===== src/hdu_pkg.sv =====
// ----------------------------------------------------------------------------
// Half-duplex 8N1 serial port: shared package
// Types, widths and codes that the channel interfaces and every module use.
// ----------------------------------------------------------------------------
package hdu_pkg;

    // Serial frame geometry.
    localparam int DATA_BITS  = 8;
    localparam int BIT_CNT_W  = $clog2(DATA_BITS + 3);

    // Field widths of the channels and of the configuration registers.
    localparam int CMD_W      = 2;
    localparam int BYTE_W     = 8;
    localparam int TMO_W      = 16;
    localparam int BIT_TIME_W = 20;
    localparam int TRIM_W     = 16;
    localparam int TPM_W      = 18;
    localparam int CNT_W      = BIT_TIME_W + 1;
    localparam int ELAPSED_W  = TMO_W + 1;
    localparam int CFG_IDX_W  = 2;
    localparam int CFG_DATA_W = BIT_TIME_W;

    // Command codes carried with each tick.
    localparam logic [CMD_W-1:0] CMD_TICK = 2'd0;
    localparam logic [CMD_W-1:0] CMD_SEND = 2'd1;
    localparam logic [CMD_W-1:0] CMD_RECV = 2'd2;

    // Configuration register indexes.
    localparam logic [CFG_IDX_W-1:0] REG_BIT_TIME     = 2'd0;
    localparam logic [CFG_IDX_W-1:0] REG_RX_TRIM      = 2'd1;
    localparam logic [CFG_IDX_W-1:0] REG_TICKS_PER_MS = 2'd2;

    // Reset values of the configuration registers.
    localparam logic [BIT_TIME_W-1:0] RST_BIT_TIME     = 20'd25000;
    localparam logic [TRIM_W-1:0]     RST_RX_TRIM      = 16'd500;
    localparam logic [TPM_W-1:0]      RST_TICKS_PER_MS = 18'd240000;

    typedef enum logic [2:0] {
        PH_IDLE,
        PH_TX,
        PH_RXWAIT,
        PH_RXDATA,
        PH_RXSTOP
    } t_phase;

    typedef struct packed {
        logic [CMD_W-1:0]  cmd;
        logic [BYTE_W-1:0] tx_byte;
        logic [TMO_W-1:0]  timeout_ms;
        logic              line_in;
    } t_in_item;

    typedef struct packed {
        logic              line_out;
        logic              busy_res;
        logic              rx_done;
        logic              rx_timed_out;
        logic [BYTE_W-1:0] rx_byte;
    } t_result;

    // Settings handed from the register bank to the bit engine.
    typedef struct packed {
        logic [BIT_TIME_W-1:0] bit_time;
        logic [TPM_W-1:0]      ticks_per_ms;
        logic [CNT_W-1:0]      first_wait;
    } t_cfg;

endpackage


===== src/hdu_core.sv =====
// ----------------------------------------------------------------------------
// Half-duplex 8N1 serial port: bit engine
// Advances the send/receive state by one clock tick per accepted transaction.
// ----------------------------------------------------------------------------
module hdu_core (
    input  logic                i_clk,
    input  logic                i_rst_n,
    input  logic                i_accept,
    input  hdu_pkg::t_in_item   i_item,
    input  hdu_pkg::t_cfg       i_cfg,
    output hdu_pkg::t_result    o_result
);

    localparam logic [hdu_pkg::BIT_CNT_W-1:0] DATA_BITS_C =
        hdu_pkg::BIT_CNT_W'(hdu_pkg::DATA_BITS);

    hdu_pkg::t_phase                   r_phase, n_phase;
    logic [hdu_pkg::BIT_CNT_W-1:0]     r_bit_count, n_bit_count;
    logic [hdu_pkg::CNT_W-1:0]         r_cycle_count, n_cycle_count;
    logic [hdu_pkg::BYTE_W-1:0]        r_shift, n_shift;
    logic [hdu_pkg::TPM_W-1:0]         r_ms_prescale, n_ms_prescale;
    logic [hdu_pkg::ELAPSED_W-1:0]     r_ms_elapsed, n_ms_elapsed;
    logic                              r_line_level, n_line_level;
    logic [hdu_pkg::TMO_W-1:0]         r_rx_limit, n_rx_limit;

    logic [hdu_pkg::CNT_W-1:0]         cnt_dec;
    logic [hdu_pkg::BIT_CNT_W-1:0]     bit_inc;
    logic [hdu_pkg::CNT_W-1:0]         bt_x;
    logic                              done;
    logic                              timed_out;
    logic [hdu_pkg::BYTE_W-1:0]        rxb;

    assign cnt_dec = r_cycle_count - hdu_pkg::CNT_W'(1);
    assign bit_inc = r_bit_count + hdu_pkg::BIT_CNT_W'(1);
    assign bt_x    = hdu_pkg::CNT_W'(i_cfg.bit_time);

    always_comb begin
        n_phase       = r_phase;
        n_bit_count   = r_bit_count;
        n_cycle_count = r_cycle_count;
        n_shift       = r_shift;
        n_ms_prescale = r_ms_prescale;
        n_ms_elapsed  = r_ms_elapsed;
        n_line_level  = r_line_level;
        n_rx_limit    = r_rx_limit;
        done          = 1'b0;
        timed_out     = 1'b0;
        rxb           = '0;

        unique case (r_phase)
            hdu_pkg::PH_IDLE: begin
                if (i_item.cmd == hdu_pkg::CMD_SEND) begin
                    n_phase       = hdu_pkg::PH_TX;
                    n_bit_count   = '0;
                    n_cycle_count = bt_x;
                    n_shift       = i_item.tx_byte;
                    n_line_level  = 1'b0;
                end else if (i_item.cmd == hdu_pkg::CMD_RECV) begin
                    n_phase       = hdu_pkg::PH_RXWAIT;
                    n_ms_prescale = '0;
                    n_ms_elapsed  = '0;
                    n_shift       = '0;
                    n_rx_limit    = i_item.timeout_ms;
                end
            end
            hdu_pkg::PH_TX: begin
                n_cycle_count = cnt_dec;
                if (cnt_dec == '0) begin
                    n_bit_count   = bit_inc;
                    n_cycle_count = bt_x;
                    if (bit_inc <= DATA_BITS_C) begin
                        n_line_level = r_shift[0];
                        n_shift      = r_shift >> 1;
                    end else if (bit_inc == DATA_BITS_C + hdu_pkg::BIT_CNT_W'(1)) begin
                        n_line_level = 1'b1;
                    end else begin
                        n_phase       = hdu_pkg::PH_IDLE;
                        n_line_level  = 1'b1;
                        n_bit_count   = '0;
                        n_cycle_count = '0;
                    end
                end
            end
            hdu_pkg::PH_RXDATA: begin
                n_cycle_count = cnt_dec;
                if (cnt_dec == '0) begin
                    n_shift       = {i_item.line_in, r_shift[hdu_pkg::BYTE_W-1:1]};
                    n_bit_count   = bit_inc;
                    n_cycle_count = bt_x;
                    if (bit_inc >= DATA_BITS_C) begin
                        n_phase = hdu_pkg::PH_RXSTOP;
                    end
                end
            end
            hdu_pkg::PH_RXSTOP: begin
                n_cycle_count = cnt_dec;
                if (cnt_dec == '0) begin
                    n_phase     = hdu_pkg::PH_IDLE;
                    done        = 1'b1;
                    rxb         = r_shift;
                    n_bit_count = '0;
                end
            end
            hdu_pkg::PH_RXWAIT: begin
            end
            default: begin
            end
        endcase

        // The start-bit search also runs on the tick that takes the command.
        if (n_phase == hdu_pkg::PH_RXWAIT) begin
            if (!i_item.line_in) begin
                n_phase       = hdu_pkg::PH_RXDATA;
                n_bit_count   = '0;
                n_cycle_count = i_cfg.first_wait;
            end else begin
                n_ms_prescale = n_ms_prescale + hdu_pkg::TPM_W'(1);
                if (n_ms_prescale >= i_cfg.ticks_per_ms) begin
                    n_ms_prescale = '0;
                    n_ms_elapsed  = n_ms_elapsed + hdu_pkg::ELAPSED_W'(1);
                end
                if (n_ms_elapsed > hdu_pkg::ELAPSED_W'(n_rx_limit)) begin
                    n_phase   = hdu_pkg::PH_IDLE;
                    done      = 1'b1;
                    timed_out = 1'b1;
                end
            end
        end
    end

    always_ff @(posedge i_clk) begin
        if (!i_rst_n) begin
            r_phase       <= hdu_pkg::PH_IDLE;
            r_bit_count   <= '0;
            r_cycle_count <= '0;
            r_shift       <= '0;
            r_ms_prescale <= '0;
            r_ms_elapsed  <= '0;
            r_line_level  <= 1'b1;
            r_rx_limit    <= '0;
        end else if (i_accept) begin
            r_phase       <= n_phase;
            r_bit_count   <= n_bit_count;
            r_cycle_count <= n_cycle_count;
            r_shift       <= n_shift;
            r_ms_prescale <= n_ms_prescale;
            r_ms_elapsed  <= n_ms_elapsed;
            r_line_level  <= n_line_level;
            r_rx_limit    <= n_rx_limit;
        end
    end

    assign o_result.line_out     = n_line_level;
    assign o_result.busy_res     = (n_phase != hdu_pkg::PH_IDLE);
    assign o_result.rx_done      = done;
    assign o_result.rx_timed_out = timed_out;
    assign o_result.rx_byte      = rxb;

endmodule


===== config.mk =====
export PLATFORM = sky130hd
export DESIGN_NAME = hdu_core
export DESIGN_NICKNAME = d
export VERILOG_FILES = /design/src/hdu_pkg.sv /design/src/hdu_core.sv
export SDC_FILE = /design/constraint.sdc
export NUM_CORES = 1
export LEC_CHECK = 0
export ABC_AREA = 1
export BUFFER_PORTS_ARGS = -buffer_cell sky130_fd_sc_hd__buf_4
export CAP_MARGIN = 20
export CORE_UTILIZATION = 40
export CTS_CLUSTER_DIAMETER = 30
export DETAILED_ROUTE_END_ITERATION = 16
export GPL_ROUTABILITY_DRIVEN = 1
export PLACE_DENSITY = 0.61
export RECOVER_POWER = 100
export SYNTH_ARGS = -nofsm -noshare
export SYNTH_HDL_FRONTEND = slang
export SYNTH_SLANG_ARGS = --single-unit

===== constraint.sdc =====
create_clock -name i_clk -period 6.88 [get_ports i_clk]
set_input_delay 1.032 -clock i_clk [delete_from_list [all_inputs] [get_ports i_clk]]
set_output_delay 1.032 -clock i_clk [all_outputs]
set_load 0.01 [all_outputs]

==> Flow_metrics.wiki <==
{| class="wikitable"
! Metric !! Value
|-
| Terminating pin of the worst hold path || r_ms_elapsed[1]
|-
| I/O Pins || 101
|-
| Worst hold-check slack || 0.466 ns
|-
| Initial DRC Count || 497
|-
| Data arrival at the endpoint of the critical path || 5.96 ns
|-
| Count of nets left with antenna violations after detail routing || 0
|-
| Routing usage on met1 || 32.4%
|-
| Number of synthesized register bits || 88
|-
| Global Route met2 Usage || 44.0%
|-
| Dpl ws || -0.421 ns
|-
| Worst supply voltage drop on vdd || 0.118 mV
|-
| Area of the multi-input gates || 6380 sq um
|-
| GR Overflow Total || 0
|-
| Worst-path cell with the longest stage delay || sky130_fd_sc_hd__or3_1
|-
| # placed instances || 1856
|-
| Fraction of synthesized cell area taken by the top area cell type || 19.7%
|-
| Sequential area share after synthesis || 19.7%
|-
| List of most frequent post-synthesis cells || sky130_fd_sc_hd__nand2_1, sky130_fd_sc_hd__inv_1, sky130_fd_sc_hd__nor2_1
|-
| Register cell area after layout || 1760 sq um
|-
| Slowest stage delay, CP || 0.41 ns
|-
| WP buf/inv || 10
|-
| Reg-to-Reg End || r_phase[1]
|-
| Met3 track utilization from global routing || 2.66%
|-
| Area post-placement || 10400 sq um
|-
| Failing checks || negative setup slack
|-
| Number of hold violations in the final report || 0
|-
| Vias in the first global route || 9005
|-
| Die height || 152 um
|-
| Clock net sink count || 88
|-
| Total power per unit cell area || 179 nW/um^2
|-
| WL/cell || 14.9 um
|-
| Post-route setup slack || -0.109 ns
|-
| Startpoint of the worst hold path || r_ms_elapsed[1]
|-
| Synth Cell Area || 8960 sq um
|-
| Tot GR Track Use || 25.1%
|-
| Final critical delay including setup and external delays || 6.99 ns
|-
| Number of stages on the worst hold path || 2
|-
| Transition time at the pin with the least slew margin || 1.08 ns
|-
| Number of buffers added on ports || 100
|-
| Starting density of the core || 40.9%
|-
| WP data required || 5.85 ns
|-
| Setup skew after layout || 0.00661 ns
|-
| First-pass GRT wire length || 45.5 mm
|-
| Launch point of the worst reg-to-reg path || r_phase[0]
|-
| Run status || finished with violations
|-
| Post-synth cell types || 55
|-
| Total of warnings raised by yosys || 0
|-
| Critical setup path kind || primary input to output pin
|-
| Total half-perimeter wirelength after legalization and detailed placement || 20.2 mm
|-
| Stages on the worst setup path || 43
|-
| Number of enable flip-flop cells after synthesis || 0
|-
| Final Instance Area || 11100 sq um
|-
| Total of max-cap violations || 0
|-
| Startpoint types || primary input
|-
| Post-route non-filler standard cell count || 1882
|-
| Kind of end point of the critical path || output pin
|-
| Post-route clock period utilization || 102%
|-
| Gr busiest metal || met2
|-
| Ratio of routed vias to standard cells || 5.22
|-
| Total number of nets in the final design || 1729
|-
| Maximum fanout encountered on the critical timing path || 8
|-
| Core Rows || 54
|-
| Pin count of the biggest net entering global routing || 57
|-
| Count of final max-slew check failures || 0
|-
| Critical Path Most Common Cell || sky130_fd_sc_hd__nand2_1
|-
| Leakage || 5.47 nW
|-
| Total vias in the final route || 9821
|-
| Floorplan core area || 21900 sq um
|-
| Top delay family on crit path || simple AND/OR/NAND/NOR gates
|-
| Count of fill cells added during filler insertion || 2299
|-
| Leading register cell type out of synthesis || sky130_fd_sc_hd__dfxtp_1
|-
| Placer congestion estimate || 0.938
|-
| Setup repair after global routing missed its margin || yes
|-
| Utilization after layout || 50.7%
|-
| Yosys top cell by area || sky130_fd_sc_hd__dfxtp_1
|-
| Clock transition at path regs || 0.07 ns
|-
| Number of H-tree branching levels || 3
|-
| Fraction of layout cells with a size suffix above 1 || 24.0%
|-
| Biggest area contributors in the synthesized netlist || sky130_fd_sc_hd__dfxtp_1, sky130_fd_sc_hd__nand2_1, sky130_fd_sc_hd__inv_1
|-
| Timing-limited maximum frequency || 143 MHz
|-
| Worst slew margin || 27.7%
|-
| Cells on worst reg2reg path || 42
|-
| Syn-to-layout area delta || 23.8%
|-
| Area of the die || 23000 sq um
|-
| Die span in x || 152 um
|-
| FF-to-FF setup slack || 1.38 ns
|-
| Most numerous cell in the Yosys netlist || sky130_fd_sc_hd__nand2_1
|-
| Clock buffer count from CTS || 9
|-
| Overall routed net length || 28.1 mm
|-
| Net count after synthesis || 1602
|-
| Synth async-reset ratio || 0%
|-
| Final antenna diode count || 0
|-
| Clock latency on the worst-skew pair || 0.35 ns
|-
| Instance count of the mapped netlist || 1470
|-
| Clock tree from TritonCTS || yes
|-
| Detailed Routing Iterations Pass 1 || 5
|-
| Endpoints failing setup || 3
|-
| Hold buffer count at CTS || 0
|-
| Maximum number of buffers from clock root to sink || 2
|-
| Remaining design rule violation count || 0
|-
| Number of antenna violations at the first check in global routing || 0
|-
| Critical path launch point || i_item[26]
|-
| Root Buffer Master || sky130_fd_sc_hd__clkbuf_16
|-
| Classification of the worst-slack hold path || register to register
|-
| Average size of a mapped cell || 6.10 sq um
|}
[registers in the layout (all words and copies together), names as in the netlist]
signal and count:
r_bit_count 4, r_line_level 1, r_ms_prescale 18, r_rx_limit 16
r_ms_elapsed 17, r_shift 8, r_phase 3, r_cycle_count 21
[placed cells by master (no fill, tap or decap), drive strengths merged, types with 4 or more instances in the layout]
cell type / count
clkinv: 9
mux2i: 16
a221oi: 9
nor4: 6
nor3: 11
o21ai: 93
nand4: 28
clkbuf: 12
and2: 4
inv: 214
or2: 4
dfxtp: 88
nor2: 140
nand3: 116
nand2: 433
o211ai: 19
a21oi: 101
buf: 187
a31oi: 12
xor2: 20
ha: 43
xnor2: 4
o22ai: 8
[worst max-delay path by stage]
stage                         endpoint  slack [ns]
after detailed placement   o_result[9]       -0.42
after global placement    o_result[10]       -0.30
after CTS                  o_result[9]       -0.01
final                      o_result[9]       -0.11
after floorplan           o_result[10]        0.01
after global routing       o_result[9]       -0.44
[tightest hold or removal path: cells and delay by family (launching register included)]
family | cells | cell delay, ns
simple gates | 1 | 0.06
compound gates | 1 | 0.05
flops | 1 | 0.31
[through the flow]
step | power (mW) | TNS, ns
after floorplan | 1.23 | 0
after global placement | 1.45 | -0.891
after detailed placement | 1.46 | -1.25
after CTS | 1.99 | -0.0255
after global routing | 2.13 | -1.30
final | 1.99 | -0.282
[metal layers]
layer / wire length [um] / up-vias / share of wire, %
li1: - / 5005 / -
met1: 12700 / 4539 / 45
met2: 13600 / 247 / 49
met3: 1270 / 30 / 4.5
met4: 433 / 0 / 1.5
met5: 0 / - / 0
[logic make-up after synthesis]
kind of cell | after synthesis | synth area share (%)
fa+ha+maj | 43 | 6.00
flops | 88 | 19.7
simple gates | 749 | 39.4
mux | 16 | 1.79
buf+inv | 291 | 13.5
xor+xnor | 24 | 2.35
compound gates | 259 | 17.3
[layout make-up]
type                            instances  share of cell area, %
Multi-Input combinational cell       1091                   57.5
Sequential cell                        88                   15.9
Timing Repair Buffer                  187                   13.3
Inverter                              220                   7.61
Tap cell                              280                   3.16
Clock buffer                           12                   2.22
Clock inverter                          4                  0.271
[timing repair]
item | 4_1_cts | 5_1_grt
pin swaps | 39 | 35
gates resized for setup | 58 | 23
buffers inserted | 8 | 1
setup endpoints to repair | 3 | 3
gates cloned | 1 | 0
[power by group]
group	switching [mW]	internal (mW)	total [mW]
registers	0.0468	0.549	0.596
clock network	0.232	0.257	0.489
logic	0.562	0.345	0.907
Power figures use the tool's default switching activity.
