`config.mk`:
```
export PLATFORM = sky130hd
export DESIGN_NAME = hdu_outq_flat
export DESIGN_NICKNAME = d
export VERILOG_FILES = /design/src/hdu_pkg.sv /design/src/hdu_if.sv /design/src/hdu_outq.sv /design/src/flat_wrapper.sv
export SDC_FILE = /design/constraint.sdc
export NUM_CORES = 1
export LEC_CHECK = 0
export BUFFER_PORTS_ARGS = -buffer_cell sky130_fd_sc_hd__buf_2
export CELL_PAD_IN_SITES_DETAIL_PLACEMENT = 1
export CELL_PAD_IN_SITES_GLOBAL_PLACEMENT = 1
export CORE_MARGIN = 3
export CORE_UTILIZATION = 44
export CTS_CLUSTER_DIAMETER = 40
export DETAILED_ROUTE_END_ITERATION = 8
export GPL_ROUTABILITY_DRIVEN = 0
export PLACE_DENSITY = 0.89
export SETUP_SLACK_MARGIN = 0.1
export SLEW_MARGIN = 20
export SYNTH_ARGS = -nofsm -noshare
export SYNTH_HDL_FRONTEND = slang
export SYNTH_SLANG_ARGS = --single-unit
export TNS_END_PERCENT = 10
```
`constraint.sdc`:
```
create_clock -name i_clk -period 3.8 [get_ports i_clk]
set_input_delay 0.19 -clock i_clk [delete_from_list [all_inputs] [get_ports i_clk]]
set_output_delay 0.19 -clock i_clk [all_outputs]
set_load 0.05 [all_outputs]
```
`src/hdu_pkg.sv`:
```
// ----------------------------------------------------------------------------
// Half-duplex 8N1 serial port: shared package
// Types, widths and codes that the channel interfaces and every module use.
// ----------------------------------------------------------------------------
package hdu_pkg;

    // Serial frame geometry.
    localparam int DATA_BITS  = 8;
    localparam int BIT_CNT_W  = $clog2(DATA_BITS + 3);

    // Field widths of the channels and of the configuration registers.
    localparam int CMD_W      = 2;
    localparam int BYTE_W     = 8;
    localparam int TMO_W      = 16;
    localparam int BIT_TIME_W = 20;
    localparam int TRIM_W     = 16;
    localparam int TPM_W      = 18;
    localparam int CNT_W      = BIT_TIME_W + 1;
    localparam int ELAPSED_W  = TMO_W + 1;
    localparam int CFG_IDX_W  = 2;
    localparam int CFG_DATA_W = BIT_TIME_W;

    // Command codes carried with each tick.
    localparam logic [CMD_W-1:0] CMD_TICK = 2'd0;
    localparam logic [CMD_W-1:0] CMD_SEND = 2'd1;
    localparam logic [CMD_W-1:0] CMD_RECV = 2'd2;

    // Configuration register indexes.
    localparam logic [CFG_IDX_W-1:0] REG_BIT_TIME     = 2'd0;
    localparam logic [CFG_IDX_W-1:0] REG_RX_TRIM      = 2'd1;
    localparam logic [CFG_IDX_W-1:0] REG_TICKS_PER_MS = 2'd2;

    // Reset values of the configuration registers.
    localparam logic [BIT_TIME_W-1:0] RST_BIT_TIME     = 20'd25000;
    localparam logic [TRIM_W-1:0]     RST_RX_TRIM      = 16'd500;
    localparam logic [TPM_W-1:0]      RST_TICKS_PER_MS = 18'd240000;

    typedef enum logic [2:0] {
        PH_IDLE,
        PH_TX,
        PH_RXWAIT,
        PH_RXDATA,
        PH_RXSTOP
    } t_phase;

    typedef struct packed {
        logic [CMD_W-1:0]  cmd;
        logic [BYTE_W-1:0] tx_byte;
        logic [TMO_W-1:0]  timeout_ms;
        logic              line_in;
    } t_in_item;

    typedef struct packed {
        logic              line_out;
        logic              busy_res;
        logic              rx_done;
        logic              rx_timed_out;
        logic [BYTE_W-1:0] rx_byte;
    } t_result;

    // Settings handed from the register bank to the bit engine.
    typedef struct packed {
        logic [BIT_TIME_W-1:0] bit_time;
        logic [TPM_W-1:0]      ticks_per_ms;
        logic [CNT_W-1:0]      first_wait;
    } t_cfg;

endpackage

```
`src/hdu_if.sv`:
```


interface hdu_out_if;
    logic                        valid;
    logic                        ready;
    logic                        line_out;
    logic                        busy_res;
    logic                        rx_done;
    logic                        rx_timed_out;
    logic [hdu_pkg::BYTE_W-1:0]  rx_byte;

    modport source (output valid, line_out, busy_res, rx_done, rx_timed_out, rx_byte,
                    input ready);
    modport sink   (input valid, line_out, busy_res, rx_done, rx_timed_out, rx_byte,
                    output ready);
endinterface


```
`src/hdu_outq.sv`:
```
// ----------------------------------------------------------------------------
// Half-duplex 8N1 serial port: result queue
// Output register with a skid entry so intake stalls only once both are full.
// ----------------------------------------------------------------------------
module hdu_outq (
    input  logic               i_clk,
    input  logic               i_rst_n,
    input  logic               i_push,
    input  hdu_pkg::t_result   i_result,
    output logic               o_ready,
    hdu_out_if.source          o_out
);

    logic               r_head_valid, n_head_valid;
    logic               r_skid_valid, n_skid_valid;
    hdu_pkg::t_result   r_head, n_head;
    hdu_pkg::t_result   r_skid, n_skid;
    logic               pop;

    assign pop     = r_head_valid && o_out.ready;
    assign o_ready = !r_skid_valid;

    always_comb begin
        n_head_valid = r_head_valid;
        n_skid_valid = r_skid_valid;
        n_head       = r_head;
        n_skid       = r_skid;
        if (pop) begin
            if (r_skid_valid) begin
                n_head       = r_skid;
                n_skid_valid = 1'b0;
            end else begin
                n_head_valid = i_push;
                n_head       = i_result;
            end
        end else if (i_push) begin
            if (!r_head_valid) begin
                n_head_valid = 1'b1;
                n_head       = i_result;
            end else begin
                n_skid_valid = 1'b1;
                n_skid       = i_result;
            end
        end
    end

    always_ff @(posedge i_clk) begin
        if (!i_rst_n) begin
            r_head_valid <= 1'b0;
            r_skid_valid <= 1'b0;
        end else begin
            r_head_valid <= n_head_valid;
            r_skid_valid <= n_skid_valid;
        end
    end

    always_ff @(posedge i_clk) begin
        r_head <= n_head;
        r_skid <= n_skid;
    end

    assign o_out.valid        = r_head_valid;
    assign o_out.line_out     = r_head.line_out;
    assign o_out.busy_res     = r_head.busy_res;
    assign o_out.rx_done      = r_head.rx_done;
    assign o_out.rx_timed_out = r_head.rx_timed_out;
    assign o_out.rx_byte      = r_head.rx_byte;

    // The skid entry is only ever filled behind a waiting head entry.
    a_skid_behind_head: assert property (@(posedge i_clk) disable iff (!i_rst_n)
        r_skid_valid |-> r_head_valid)
        else $error("skid entry valid without head entry");

    // A push into a full head that is not drained lands in the skid entry.
    a_push_to_skid: assert property (@(posedge i_clk) disable iff (!i_rst_n)
        (i_push && r_head_valid && !pop) |=> (r_skid_valid && r_skid == $past(i_result)))
        else $error("pushed result lost while head entry stalled");

    // With a skid entry waiting, a drained head is refilled from it.
    a_skid_to_head: assert property (@(posedge i_clk) disable iff (!i_rst_n)
        (pop && r_skid_valid) |=> (r_head_valid && r_head == $past(r_skid)))
        else $error("skid entry not moved to head after drain");

endmodule
```
`src/flat_wrapper.sv`:
```
// flat-port wrapper written by rule: the top's interface ports become plain ports
module hdu_outq_flat 
  (i_clk, i_rst_n, i_push, i_result, o_ready, o_out_valid, o_out_line_out, o_out_busy_res, o_out_rx_done, o_out_rx_timed_out, o_out_rx_byte, o_out_ready);
  hdu_out_if o_out_i ();
  input  logic i_clk;
  input  logic i_rst_n;
  input  logic i_push;
  input  hdu_pkg::t_result i_result;
  output logic o_ready;
  output wire logic [$bits(o_out_i.valid)-1:0] o_out_valid;
  output wire logic [$bits(o_out_i.line_out)-1:0] o_out_line_out;
  output wire logic [$bits(o_out_i.busy_res)-1:0] o_out_busy_res;
  output wire logic [$bits(o_out_i.rx_done)-1:0] o_out_rx_done;
  output wire logic [$bits(o_out_i.rx_timed_out)-1:0] o_out_rx_timed_out;
  output wire logic [$bits(o_out_i.rx_byte)-1:0] o_out_rx_byte;
  input wire logic [$bits(o_out_i.ready)-1:0] o_out_ready;
  assign o_out_valid = o_out_i.valid;
  assign o_out_line_out = o_out_i.line_out;
  assign o_out_busy_res = o_out_i.busy_res;
  assign o_out_rx_done = o_out_i.rx_done;
  assign o_out_rx_timed_out = o_out_i.rx_timed_out;
  assign o_out_rx_byte = o_out_i.rx_byte;
  assign o_out_i.ready = o_out_ready;
  hdu_outq u_core (.i_clk(i_clk), .i_rst_n(i_rst_n), .i_push(i_push), .i_result(i_result), .o_ready(o_ready), .o_out(o_out_i));
endmodule
```
==> impl_metrics.json, run 1 <==
{
  "net-switching-power_uw": 138,
  "global_route.overflow_total": 0,
  "r2r_slack_ps": 2230,
  "layout.nets": 99,
  "synthCells": 50,
  "setup-violations-final": 0,
  "starting_drc_count_in_detailed_routing": 4,
  "fin_setup_tns_ps": 0,
  "numPortBuffers": 29,
  "ff2ff_path_depth": 1,
  "worst-path-max-fanout": 12,
  "finalCriticalPeriod_ps": 1570,
  "power_switching_share_pct": 25.9,
  "unrepaired_setup_endpoints_after_global_routing": "no",
  "globalRouteTotalUtil_pct": 14.3,
  "cp_cell_instances": "o21ai_1",
  "cts.reportedPaths.clkPinSlew_ps": 130,
  "detail_route.first_pass.iterations": 2,
  "max_slew_margin_pct": 30.3,
  "cts.sink_count": 26,
  "cts_buffers": 3,
  "leakagePower_uw": 0.000498,
  "timing.final.crit_share_pct": 41.4,
  "whs_path_depth": 1,
  "dr_total_vias": 532,
  "power_density_nw_per_um2": 443,
  "largest_net_degree_at_the_start_of_global_routing": 15,
  "synth.ff_latch_count": 26,
  "viasPerCell": 4.88,
  "route.detailed.drc": 0,
  "category_of_the_worst_setup_path_launch_point": "flop",
  "drt-total-wl_um": 1800,
  "clk-insertion-delay-late_ps": 310,
  "critPathRequiredTime_ps": 3750,
  "std_cell_rows": 16,
  "finalPower_uw": 531,
  "areaGrowthSynthToFinish_pct": 19.6,
  "fp.coreArea_um2": 2060,
  "postLayoutCellArea_um2": 1200,
  "status": "completed",
  "power_report.internal_total_uw": 394,
  "cp.buffers_inverters": 0,
  "grt_first_pass_wirelength_um": 2730,
  "final_antenna_net_count": 0,
  "p_clk_share_pct": 21.9,
  "drive_above_1_share_pct": 56.1,
  "dieArea_um2": 2890,
  "critPathTopFamily": "compound AO/OA/AOI/OAI gates",
  "io-pin-count": 30,
  "critical_path.max_stage_delay_ps": 830,
  "worst_hold_path.endpoint": "u_core.r_skid[10]$_DFFE_PP_",
  "count_of_final_hold_check_violations": 0,
  "worst-slew-pin-transition_ps": 1040,
  "yosysUniqueCellTypes": 13,
  "cts-htree-levels": 1,
  "clk_root_buffer_cell": "clkbuf_4",
  "fmax_ghz": 0.635,
  "ctsResizeCount": 0,
  "avg_synthesized_cell_area_um2": 20.0,
  "die-height_um": 53.7,
  "hold_path.startpoint": "i_result[10]",
  "synth_top_cell_by_area": "edfxtp_1",
  "fin_worst_skew_ps": 6.85,
  "drv_slew": 0,
  "post-cts-setup-buffers": 0,
  "worst_r2r_startpoint": "u_core.o_out.valid$_SDFFE_PN0P_",
  "n_antenna_cell": 0,
  "total_of_max_cap_violations": 0,
  "hold_buffers": 0,
  "end_kind": "flop",
  "dpl_cell_area_um2": 1170,
  "postSynthNetCount": 66,
  "dieWidth_um": 53.7,
  "netlist_area_um2": 1000,
  "wl_per_cell_um": 16.5,
  "synth.yosys.warnings": 0,
  "tritoncts": "done",
  "setup.worst_path.class": "flop to flop",
  "hold_path.class": "input port to flop",
  "post-dp-hpwl_um": 1370,
  "worstReg2RegEnd": "u_core.o_out.rx_byte[4]$_DFFE_PP_",
  "post_synth_main_area_contributors": "edfxtp_1, mux2_4, dfxtp_1",
  "ctsLongestPathBuffers": 2,
  "worstPathArrival_ps": 1520,
  "start_util_pct": 48.6,
  "power.combinational.fraction_pct": 15.3,
  "worst_path_max_delay_cell": "o21ai_1",
  "power.share.sequential_pct": 62.8,
  "fraction_of_the_yosys_area_taken_by_sequential_cells_pct": 75.9,
  "antenna_found_initial": 0,
  "ir_drop_mv": 0.271,
  "number_of_global_route_vias_before_repair": 580,
  "synth_top_area_share_pct": 71.9
}
cells in the final DEF (no fill, tap or decap), drive strengths merged:
cell type,netlist,final
mux2,12,12
inv,2,2
a21boi,1,1
nand2,3,3
nand3,1,1
o21a,1,1
dfxtp,2,2
nor2,1,1
o21ai,1,1
buf,1,29
edfxtp,24,24
clkbuf,0,4
a21oi,1,1
worst max-delay path by stage:
| stage | startpoint | end | slack (ps) | cells after the start |
|---|---|---|---|---|
| 2_1_floorplan | u_core.o_out.valid$_SDFFE_PN0P_ | u_core.o_out.busy_res$_DFFE_PP_ | 1900 | 1 |
| 3_3_place_gp | u_core.o_out.valid$_SDFFE_PN0P_ | u_core.r_skid[2]$_DFFE_PP_ | 2240 | 2 |
| 3_5_place_dp | u_core.o_out.valid$_SDFFE_PN0P_ | u_core.r_skid[6]$_DFFE_PP_ | 2110 | 2 |
| 4_1_cts | u_core.o_out.valid$_SDFFE_PN0P_ | u_core.r_skid[6]$_DFFE_PP_ | 2110 | 2 |
| 5_1_grt | u_core.o_out.valid$_SDFFE_PN0P_ | u_core.o_out.rx_byte[3]$_DFFE_PP_ | 2140 | 1 |
| 6_report | u_core.o_out.valid$_SDFFE_PN0P_ | u_core.o_out.rx_byte[4]$_DFFE_PP_ | 2230 | 1 |
layout make-up:
class                           count  area (um2)
Clock buffer                        4        26.3
Multi-Input combinational cell     21         225
Fill cell                         210         863
Inverter                            2        7.51
Tap cell                           27        33.8
Timing Repair Buffer               29         145
Sequential cell                    26         761
cell usage after synthesis:
| cell | number |
|---|---|
| a21boi_0 | 1 |
| nand3_2 | 1 |
| inv_1 | 2 |
| a21oi_1 | 1 |
| o21ai_0 | 1 |
| edfxtp_1 | 24 |
| mux2_2 | 2 |
| mux2_4 | 10 |
| o21a_1 | 1 |
| nor2_1 | 1 |
| buf_6 | 1 |
| dfxtp_1 | 2 |
| nand2_1 | 3 |
metrics by stage:
stage                     setup WS [ps]  utilization [%]  hold WS [ps]  cells
after global placement             2240             56.7           385    105
after floorplan                    1900                -           289     50
after global routing               2140             58.1          33.4    109
after CTS                          2110             58.0          45.4    109
final                              2230             58.1          57.5    109
after detailed placement           2110             56.7           387    105
sequential cells by signal, summed over array words and instances (netlist names):
register and flops:
u_core.o_out.valid 1, u_core.o_out.rx_byte 8, u_core.r_skid 12, u_core.o_out.line_out 1
u_core.o_out.busy_res 1, u_core.o_out.rx_timed_out 1, u_core.o_out.rx_done 1, u_core.r_skid_valid 1
power groups by stage:
| stage | clock network [uW] | registers [uW] | logic, uW |
|---|---|---|---|
| floorplan | 0 | 377 | 20.4 |
| global placement | 0 | 340 | 79.6 |
| detailed placement | 0 | 341 | 82.0 |
| CTS | 122 | 334 | 82.0 |
| global route | 133 | 335 | 85.3 |
| finish | 117 | 334 | 81.1 |
cell families after synthesis:
group | after synthesis | share of synthesized area [%]
muxes | 12 | 17.2
and+or+nand+nor | 5 | 2.50
DFF | 26 | 75.9
AOI/OAI and AO/OA | 4 | 2.50
buffers and inverters | 3 | 1.87
metal layers:
layer	track usage, %	routed length [um]	vias to the layer above
li1	-	-	254
met1	16.1	662	253
met2	23.8	982	21
met3	3.88	114	4
met4	8.94	38	0
met5	0	0	-
Power figures use the tool's default switching activity.
==> run 2: changes to the inputs <==
--- a/config.mk
+++ b/config.mk
@@ -9,11 +9,11 @@
 export CELL_PAD_IN_SITES_DETAIL_PLACEMENT = 1
 export CELL_PAD_IN_SITES_GLOBAL_PLACEMENT = 1
 export CORE_MARGIN = 3
-export CORE_UTILIZATION = 44
+export CORE_UTILIZATION = 40
 export CTS_CLUSTER_DIAMETER = 40
 export DETAILED_ROUTE_END_ITERATION = 8
 export GPL_ROUTABILITY_DRIVEN = 0
-export PLACE_DENSITY = 0.89
+export PLACE_DENSITY = 0.83
 export SETUP_SLACK_MARGIN = 0.1
 export SLEW_MARGIN = 20
 export SYNTH_ARGS = -nofsm -noshare
==> constraint.sdc (replaced) <==
create_clock -name i_clk -period 1.6 [get_ports i_clk]
set_input_delay 0.08 -clock i_clk [delete_from_list [all_inputs] [get_ports i_clk]]
set_output_delay 0.08 -clock i_clk [all_outputs]
set_load 0.05 [all_outputs]
==> run 2 against run 1 <==
Net effect:
- final area increased by 13%
- largest cell class unchanged
- via count is 11% higher
- flip-flop and latch count unchanged
- clock skew shrank 5.3 ps
==> impl_metrics.json, run 2 (same netlist as run 1, synthesis figures left out) <==
{
  "final_antenna_net_count": 0,
  "dieArea_um2": 3140,
  "tritoncts": "done",
  "worstPathArrival_ps": 1650,
  "global_route.overflow_total": 0,
  "worstReg2RegEnd": "u_core.o_out.valid$_SDFFE_PN0P_",
  "drv_slew": 0,
  "drt-total-wl_um": 1900,
  "fp.coreArea_um2": 2300,
  "category_of_the_worst_setup_path_launch_point": "flop",
  "worst_hold_path.endpoint": "u_core.r_skid_valid$_SDFFE_PP0P_",
  "starting_drc_count_in_detailed_routing": 7,
  "final_core_util_pct": 59.0,
  "post-dp-hpwl_um": 1260,
  "largest_net_degree_at_the_start_of_global_routing": 14,
  "n_antenna_cell": 0,
  "post-cts-setup-buffers": 0,
  "wl_per_cell_um": 15.3,
  "ctsLongestPathBuffers": 2,
  "number_of_global_route_vias_before_repair": 631,
  "io-pin-count": 30,
  "status": "completed",
  "layout.cells.non_filler": 124,
  "placed_cells": 107,
  "worst-path-max-fanout": 6,
  "clk-insertion-delay-late_ps": 300,
  "drive_above_1_share_pct": 50.0,
  "cts-htree-levels": 1,
  "die-height_um": 56.1,
  "whs_path_depth": 3,
  "layout.cells.most_common_list": "buf_2, edfxtp_1, dlygate4sd3_1",
  "route.detailed.drc": 0,
  "power_density_nw_per_um2": 945,
  "final_common_cell": "buf_2",
  "layout.nets": 114,
  "globalRouteTotalUtil_pct": 13.0,
  "fin_worst_hold_slack_ps": 103,
  "filler_cell_count": 222,
  "total_of_max_cap_violations": 0,
  "fin_setup_tns_ps": 0,
  "ff2ff_path_depth": 3,
  "timing.final.crit_share_pct": 86.9,
  "count_of_final_hold_check_violations": 0,
  "detail_route.first_pass.iterations": 4,
  "ir_drop_mv": 0.621,
  "regMostFlops": "u_core.r_skid",
  "std_cell_rows": 17,
  "cts.sink_count": 26,
  "hold_path.startpoint": "i_push",
  "max_slew_margin_pct": 58.3,
  "antenna_found_initial": 0,
  "finalCriticalPeriod_ps": 1390,
  "numPortBuffers": 29,
  "end_kind": "flop",
  "areaGrowthSynthToFinish_pct": 35.2,
  "viasPerCell": 4.77,
  "cts.reportedPaths.clkPinSlew_ps": 130,
  "fin_worst_skew_ps": 1.53,
  "setup.worst_path.class": "flop to flop",
  "leakagePower_uw": 0.000563,
  "critPathRequiredTime_ps": 1860,
  "hold_path.class": "input port to flop",
  "dieWidth_um": 56.1,
  "grt_first_pass_wirelength_um": 3110,
  "setup-violations-final": 0,
  "dr_total_vias": 591,
  "clk_root_buffer_cell": "clkbuf_4",
  "cts_buffers": 3,
  "finalPower_uw": 1280,
  "worst_r2r_startpoint": "u_core.o_out.valid$_SDFFE_PN0P_",
  "fmax_ghz": 0.719,
  "flip_flop_count_of_the_largest_register_after_layout": 12,
  "unrepaired_setup_endpoints_after_global_routing": "no",
  "r2r_slack_ps": 210,
  "start_util_pct": 43.6,
  "worst-slew-pin-transition_ps": 626
}
-- run 2: worst max-delay path by stage --
| stage | from | endpoint | cells past startpoint |
|---|---|---|---|
| final | u_core.o_out.valid$_SDFFE_PN0P_ | u_core.o_out.valid$_SDFFE_PN0P_ | 3 |
| after global routing | u_core.o_out.valid$_SDFFE_PN0P_ | u_core.o_out.valid$_SDFFE_PN0P_ | 3 |
| after CTS | u_core.o_out.valid$_SDFFE_PN0P_ | u_core.o_out.valid$_SDFFE_PN0P_ | 3 |
| after detailed placement | u_core.o_out.valid$_SDFFE_PN0P_ | u_core.o_out.rx_byte[2]$_DFFE_PP_ | 2 |
| after global placement | u_core.o_out.valid$_SDFFE_PN0P_ | u_core.o_out.busy_res$_DFFE_PP_ | 2 |
| after floorplan | u_core.o_out.valid$_SDFFE_PN0P_ | u_core.o_out.busy_res$_DFFE_PP_ | 3 |
-- run 2: timing repair --
action,in CTS,in global routing
hold buffers,14,0
endpoints found under the setup margin,11,0
resized for setup,1,0
endpoints found under the hold margin,14,0
-- run 2: final cells by class --
class	count	area, um2	share of cell area (%)
Sequential cell	26	761	56.1
Timing Repair Buffer	44	293	21.6
Multi-Input combinational cell	21	236	17.5
Tap cell	28	35.0	2.59
Clock buffer	3	22.5	1.66
Inverter	2	7.51	0.554
-- run 2: worst max-delay path, cell delays in order (launching register included) --
cell and delay [ps]:
dfxtp_1 490, a21boi_0 210, o21a_1 120, dlygate4sd3_1 530
-- run 2: routing by layer --
layer / track usage [%] / vias to the layer above / part of all wire, %
met5: 0 / - / 0
met4: 5.08 / 0 / 0.42
met3: 2.32 / 2 / 5.2
met2: 21.9 / 21 / 53
met1: 16.5 / 286 / 41
li1: - / 282 / -
-- run 2: power by group --
group	switching, uW	internal, uW	leakage, uW
registers	12.1	782	0.000242
logic	142	80.3	0.000307
clock network	176	87.8	0.0000138
total	330	950	0.000563
-- run 2: stage by stage --
| step | area, um2 | setup slack (ps) |
|---|---|---|
| finish | 1360 | 209 |
| global route | 1360 | 117 |
| CTS | 1360 | 186 |
| detailed placement | 1180 | 88.1 |
| global placement | 1180 | 177 |
| floorplan | 1010 | -25.8 |
==> run 3: changes to the inputs <==
--- a/config.mk
+++ b/config.mk
@@ -9,11 +9,11 @@
 export CELL_PAD_IN_SITES_DETAIL_PLACEMENT = 1
 export CELL_PAD_IN_SITES_GLOBAL_PLACEMENT = 1
 export CORE_MARGIN = 3
-export CORE_UTILIZATION = 40
+export CORE_UTILIZATION = 35
 export CTS_CLUSTER_DIAMETER = 40
 export DETAILED_ROUTE_END_ITERATION = 8
 export GPL_ROUTABILITY_DRIVEN = 0
-export PLACE_DENSITY = 0.83
+export PLACE_DENSITY = 0.75
 export SETUP_SLACK_MARGIN = 0.1
 export SLEW_MARGIN = 20
 export SYNTH_ARGS = -nofsm -noshare
==> run 3 against run 2 <==
Net effect:
- clock-buffer cell count did not move
- critical path depth decreased by 1
- register-to-register slack improved by 40 ps
- utilization down 6.5 points
- via count is the same
- sequential power about the same
- global-route usage is 0.43 points lower
- non-clock buffer count unchanged
- first-iteration DRC count is 110% higher
- die area rose by 13%
- combinational power about the same
- critical endpoint is now u_core.o_out.rx_byte[5]$_DFFE_PP_
==> impl_metrics.json, run 3 (same netlist as run 1, synthesis figures left out) <==
{
  "antenna_found_initial": 0,
  "setup-violations-final": 0,
  "cts.sink_count": 26,
  "finalCriticalPeriod_ps": 1350,
  "hold_path.class": "input port to flop",
  "regMostFlops": "u_core.r_skid",
  "number_of_global_route_vias_before_repair": 669,
  "worst_path_max_delay_cell": "dfxtp_1",
  "globalRouteTotalUtil_pct": 12.6,
  "cts-htree-levels": 1,
  "critical_path.max_stage_delay_ps": 490,
  "drt-total-wl_um": 2040,
  "fin_worst_skew_ps": 14.0,
  "timing.final.crit_share_pct": 84.6,
  "viasPerCell": 4.65,
  "final_common_cell": "buf_2",
  "power_density_nw_per_um2": 952,
  "count_of_final_hold_check_violations": 0,
  "worst-slew-pin-transition_ps": 678,
  "tritoncts": "done",
  "finalPower_uw": 1290,
  "filler_cell_count": 260,
  "category_of_the_worst_setup_path_launch_point": "flop",
  "critPathTopFamily": "flip-flops",
  "end_kind": "flop",
  "leakagePower_uw": 0.000565,
  "detail_route.first_pass.iterations": 4,
  "grt_first_pass_wirelength_um": 3180,
  "setup.worst_path.class": "flop to flop",
  "worstPathArrival_ps": 1420,
  "final_core_util_pct": 52.5,
  "fmax_ghz": 0.739,
  "areaGrowthSynthToFinish_pct": 35.6,
  "io-pin-count": 30,
  "clk-insertion-delay-late_ps": 310,
  "unrepaired_setup_endpoints_after_global_routing": "no",
  "dr_total_vias": 591,
  "ctsLongestPathBuffers": 2,
  "starting_drc_count_in_detailed_routing": 15,
  "cp.buffers_inverters": 0,
  "drv_slew": 0,
  "total_of_max_cap_violations": 0,
  "worst-path-max-fanout": 12,
  "largest_net_degree_at_the_start_of_global_routing": 15,
  "std_cell_rows": 18,
  "ir_drop_mv": 0.507,
  "start_util_pct": 38.7,
  "n_antenna_cell": 0,
  "drive_above_1_share_pct": 50.5,
  "critPathRequiredTime_ps": 1670,
  "wl_per_cell_um": 16.0,
  "postLayoutCellArea_um2": 1360,
  "layout.nets": 114,
  "dieWidth_um": 59.5,
  "die-height_um": 59.5,
  "cts.reportedPaths.clkPinSlew_ps": 130,
  "final_antenna_net_count": 0,
  "layout.cells.most_common_list": "buf_2, edfxtp_1, dlygate4sd3_1",
  "dpl_cell_area_um2": 1190,
  "numPortBuffers": 29,
  "global_route.overflow_total": 0,
  "cts_buffers": 3,
  "dieArea_um2": 3540,
  "flip_flop_count_of_the_largest_register_after_layout": 12,
  "fp.coreArea_um2": 2590,
  "status": "completed",
  "route.detailed.drc": 0,
  "max_slew_margin_pct": 54.8,
  "fin_setup_tns_ps": 0,
  "fin_worst_hold_slack_ps": 10.7,
  "post-dp-hpwl_um": 1400,
  "clk_root_buffer_cell": "clkbuf_4",
  "cp_cell_instances": "nand3_4 -> mux2_4"
}
## run 3: changes by cell type in the layout (fill, tap and decap cells not counted), sizes merged
cell         previous run  this run
buf                    30        31
dlygate4sd3            14        13
clkinv                  0         1
## run 3: worst paths after layout
| check | depth (start not counted) | slack, ps | end | start |
|---|---|---|---|---|
| min | 2 | 10 | u_core.o_out.valid$_SDFFE_PN0P_ | i_push |
| max reg2reg | 2 | 250 | u_core.o_out.rx_byte[5]$_DFFE_PP_ | u_core.o_out.valid$_SDFFE_PN0P_ |
| min reg2reg | 2 | 550 | u_core.r_skid_valid$_SDFFE_PP0P_ | u_core.r_skid_valid$_SDFFE_PP0P_ |
| max | 2 | 250 | u_core.o_out.rx_byte[5]$_DFFE_PP_ | u_core.o_out.valid$_SDFFE_PN0P_ |
## run 3: worst reg2reg max path: cells and delay by family (launching register included)
kind	cells	cell delay (ps)
AND/OR/NAND/NOR	1	260
flip-flops	1	490
multiplexers	1	370
## run 3: layout make-up
class | count | area [um2] | area share, %
inverters | 2 | 7.51 | 0.552
clock inverters | 1 | 3.75 | 0.276
multi-input cells | 21 | 236 | 17.4
clock buffers | 3 | 22.5 | 1.66
well taps | 30 | 37.5 | 2.76
flip-flops and latches | 26 | 761 | 56.0
repair buffers | 44 | 290 | 21.4
## run 3: what timing repair did
item,CTS,global route
setup endpoints to repair,4,0
buffers inserted,0,0
hold buffers,13,0
resized for setup,1,0
endpoints found under the hold margin,14,0
## run 3: per-stage QoR
| stage | worst slack [ps] | std cells |
|---|---|---|
| after floorplan | -25.8 | 50 |
| after global placement | 183 | 110 |
| after detailed placement | 106 | 110 |
| after CTS | 229 | 127 |
| after global routing | 171 | 127 |
| final | 246 | 127 |
## run 3: report_power, final
group	switching, uW	internal, uW	total [uW]
Sequential	13.4	782	795
Clock	184	91.0	275
Combinational	144	79.2	223
## run 3: routing by layer
metal | wire, um | track usage (%) | vias up
li1 | - | - | 282
met1 | 839 | 14.8 | 288
met2 | 1090 | 22.8 | 19
met3 | 90 | 2.61 | 2
met4 | 18 | 3.80 | 0
met5 | 0 | 0 | -
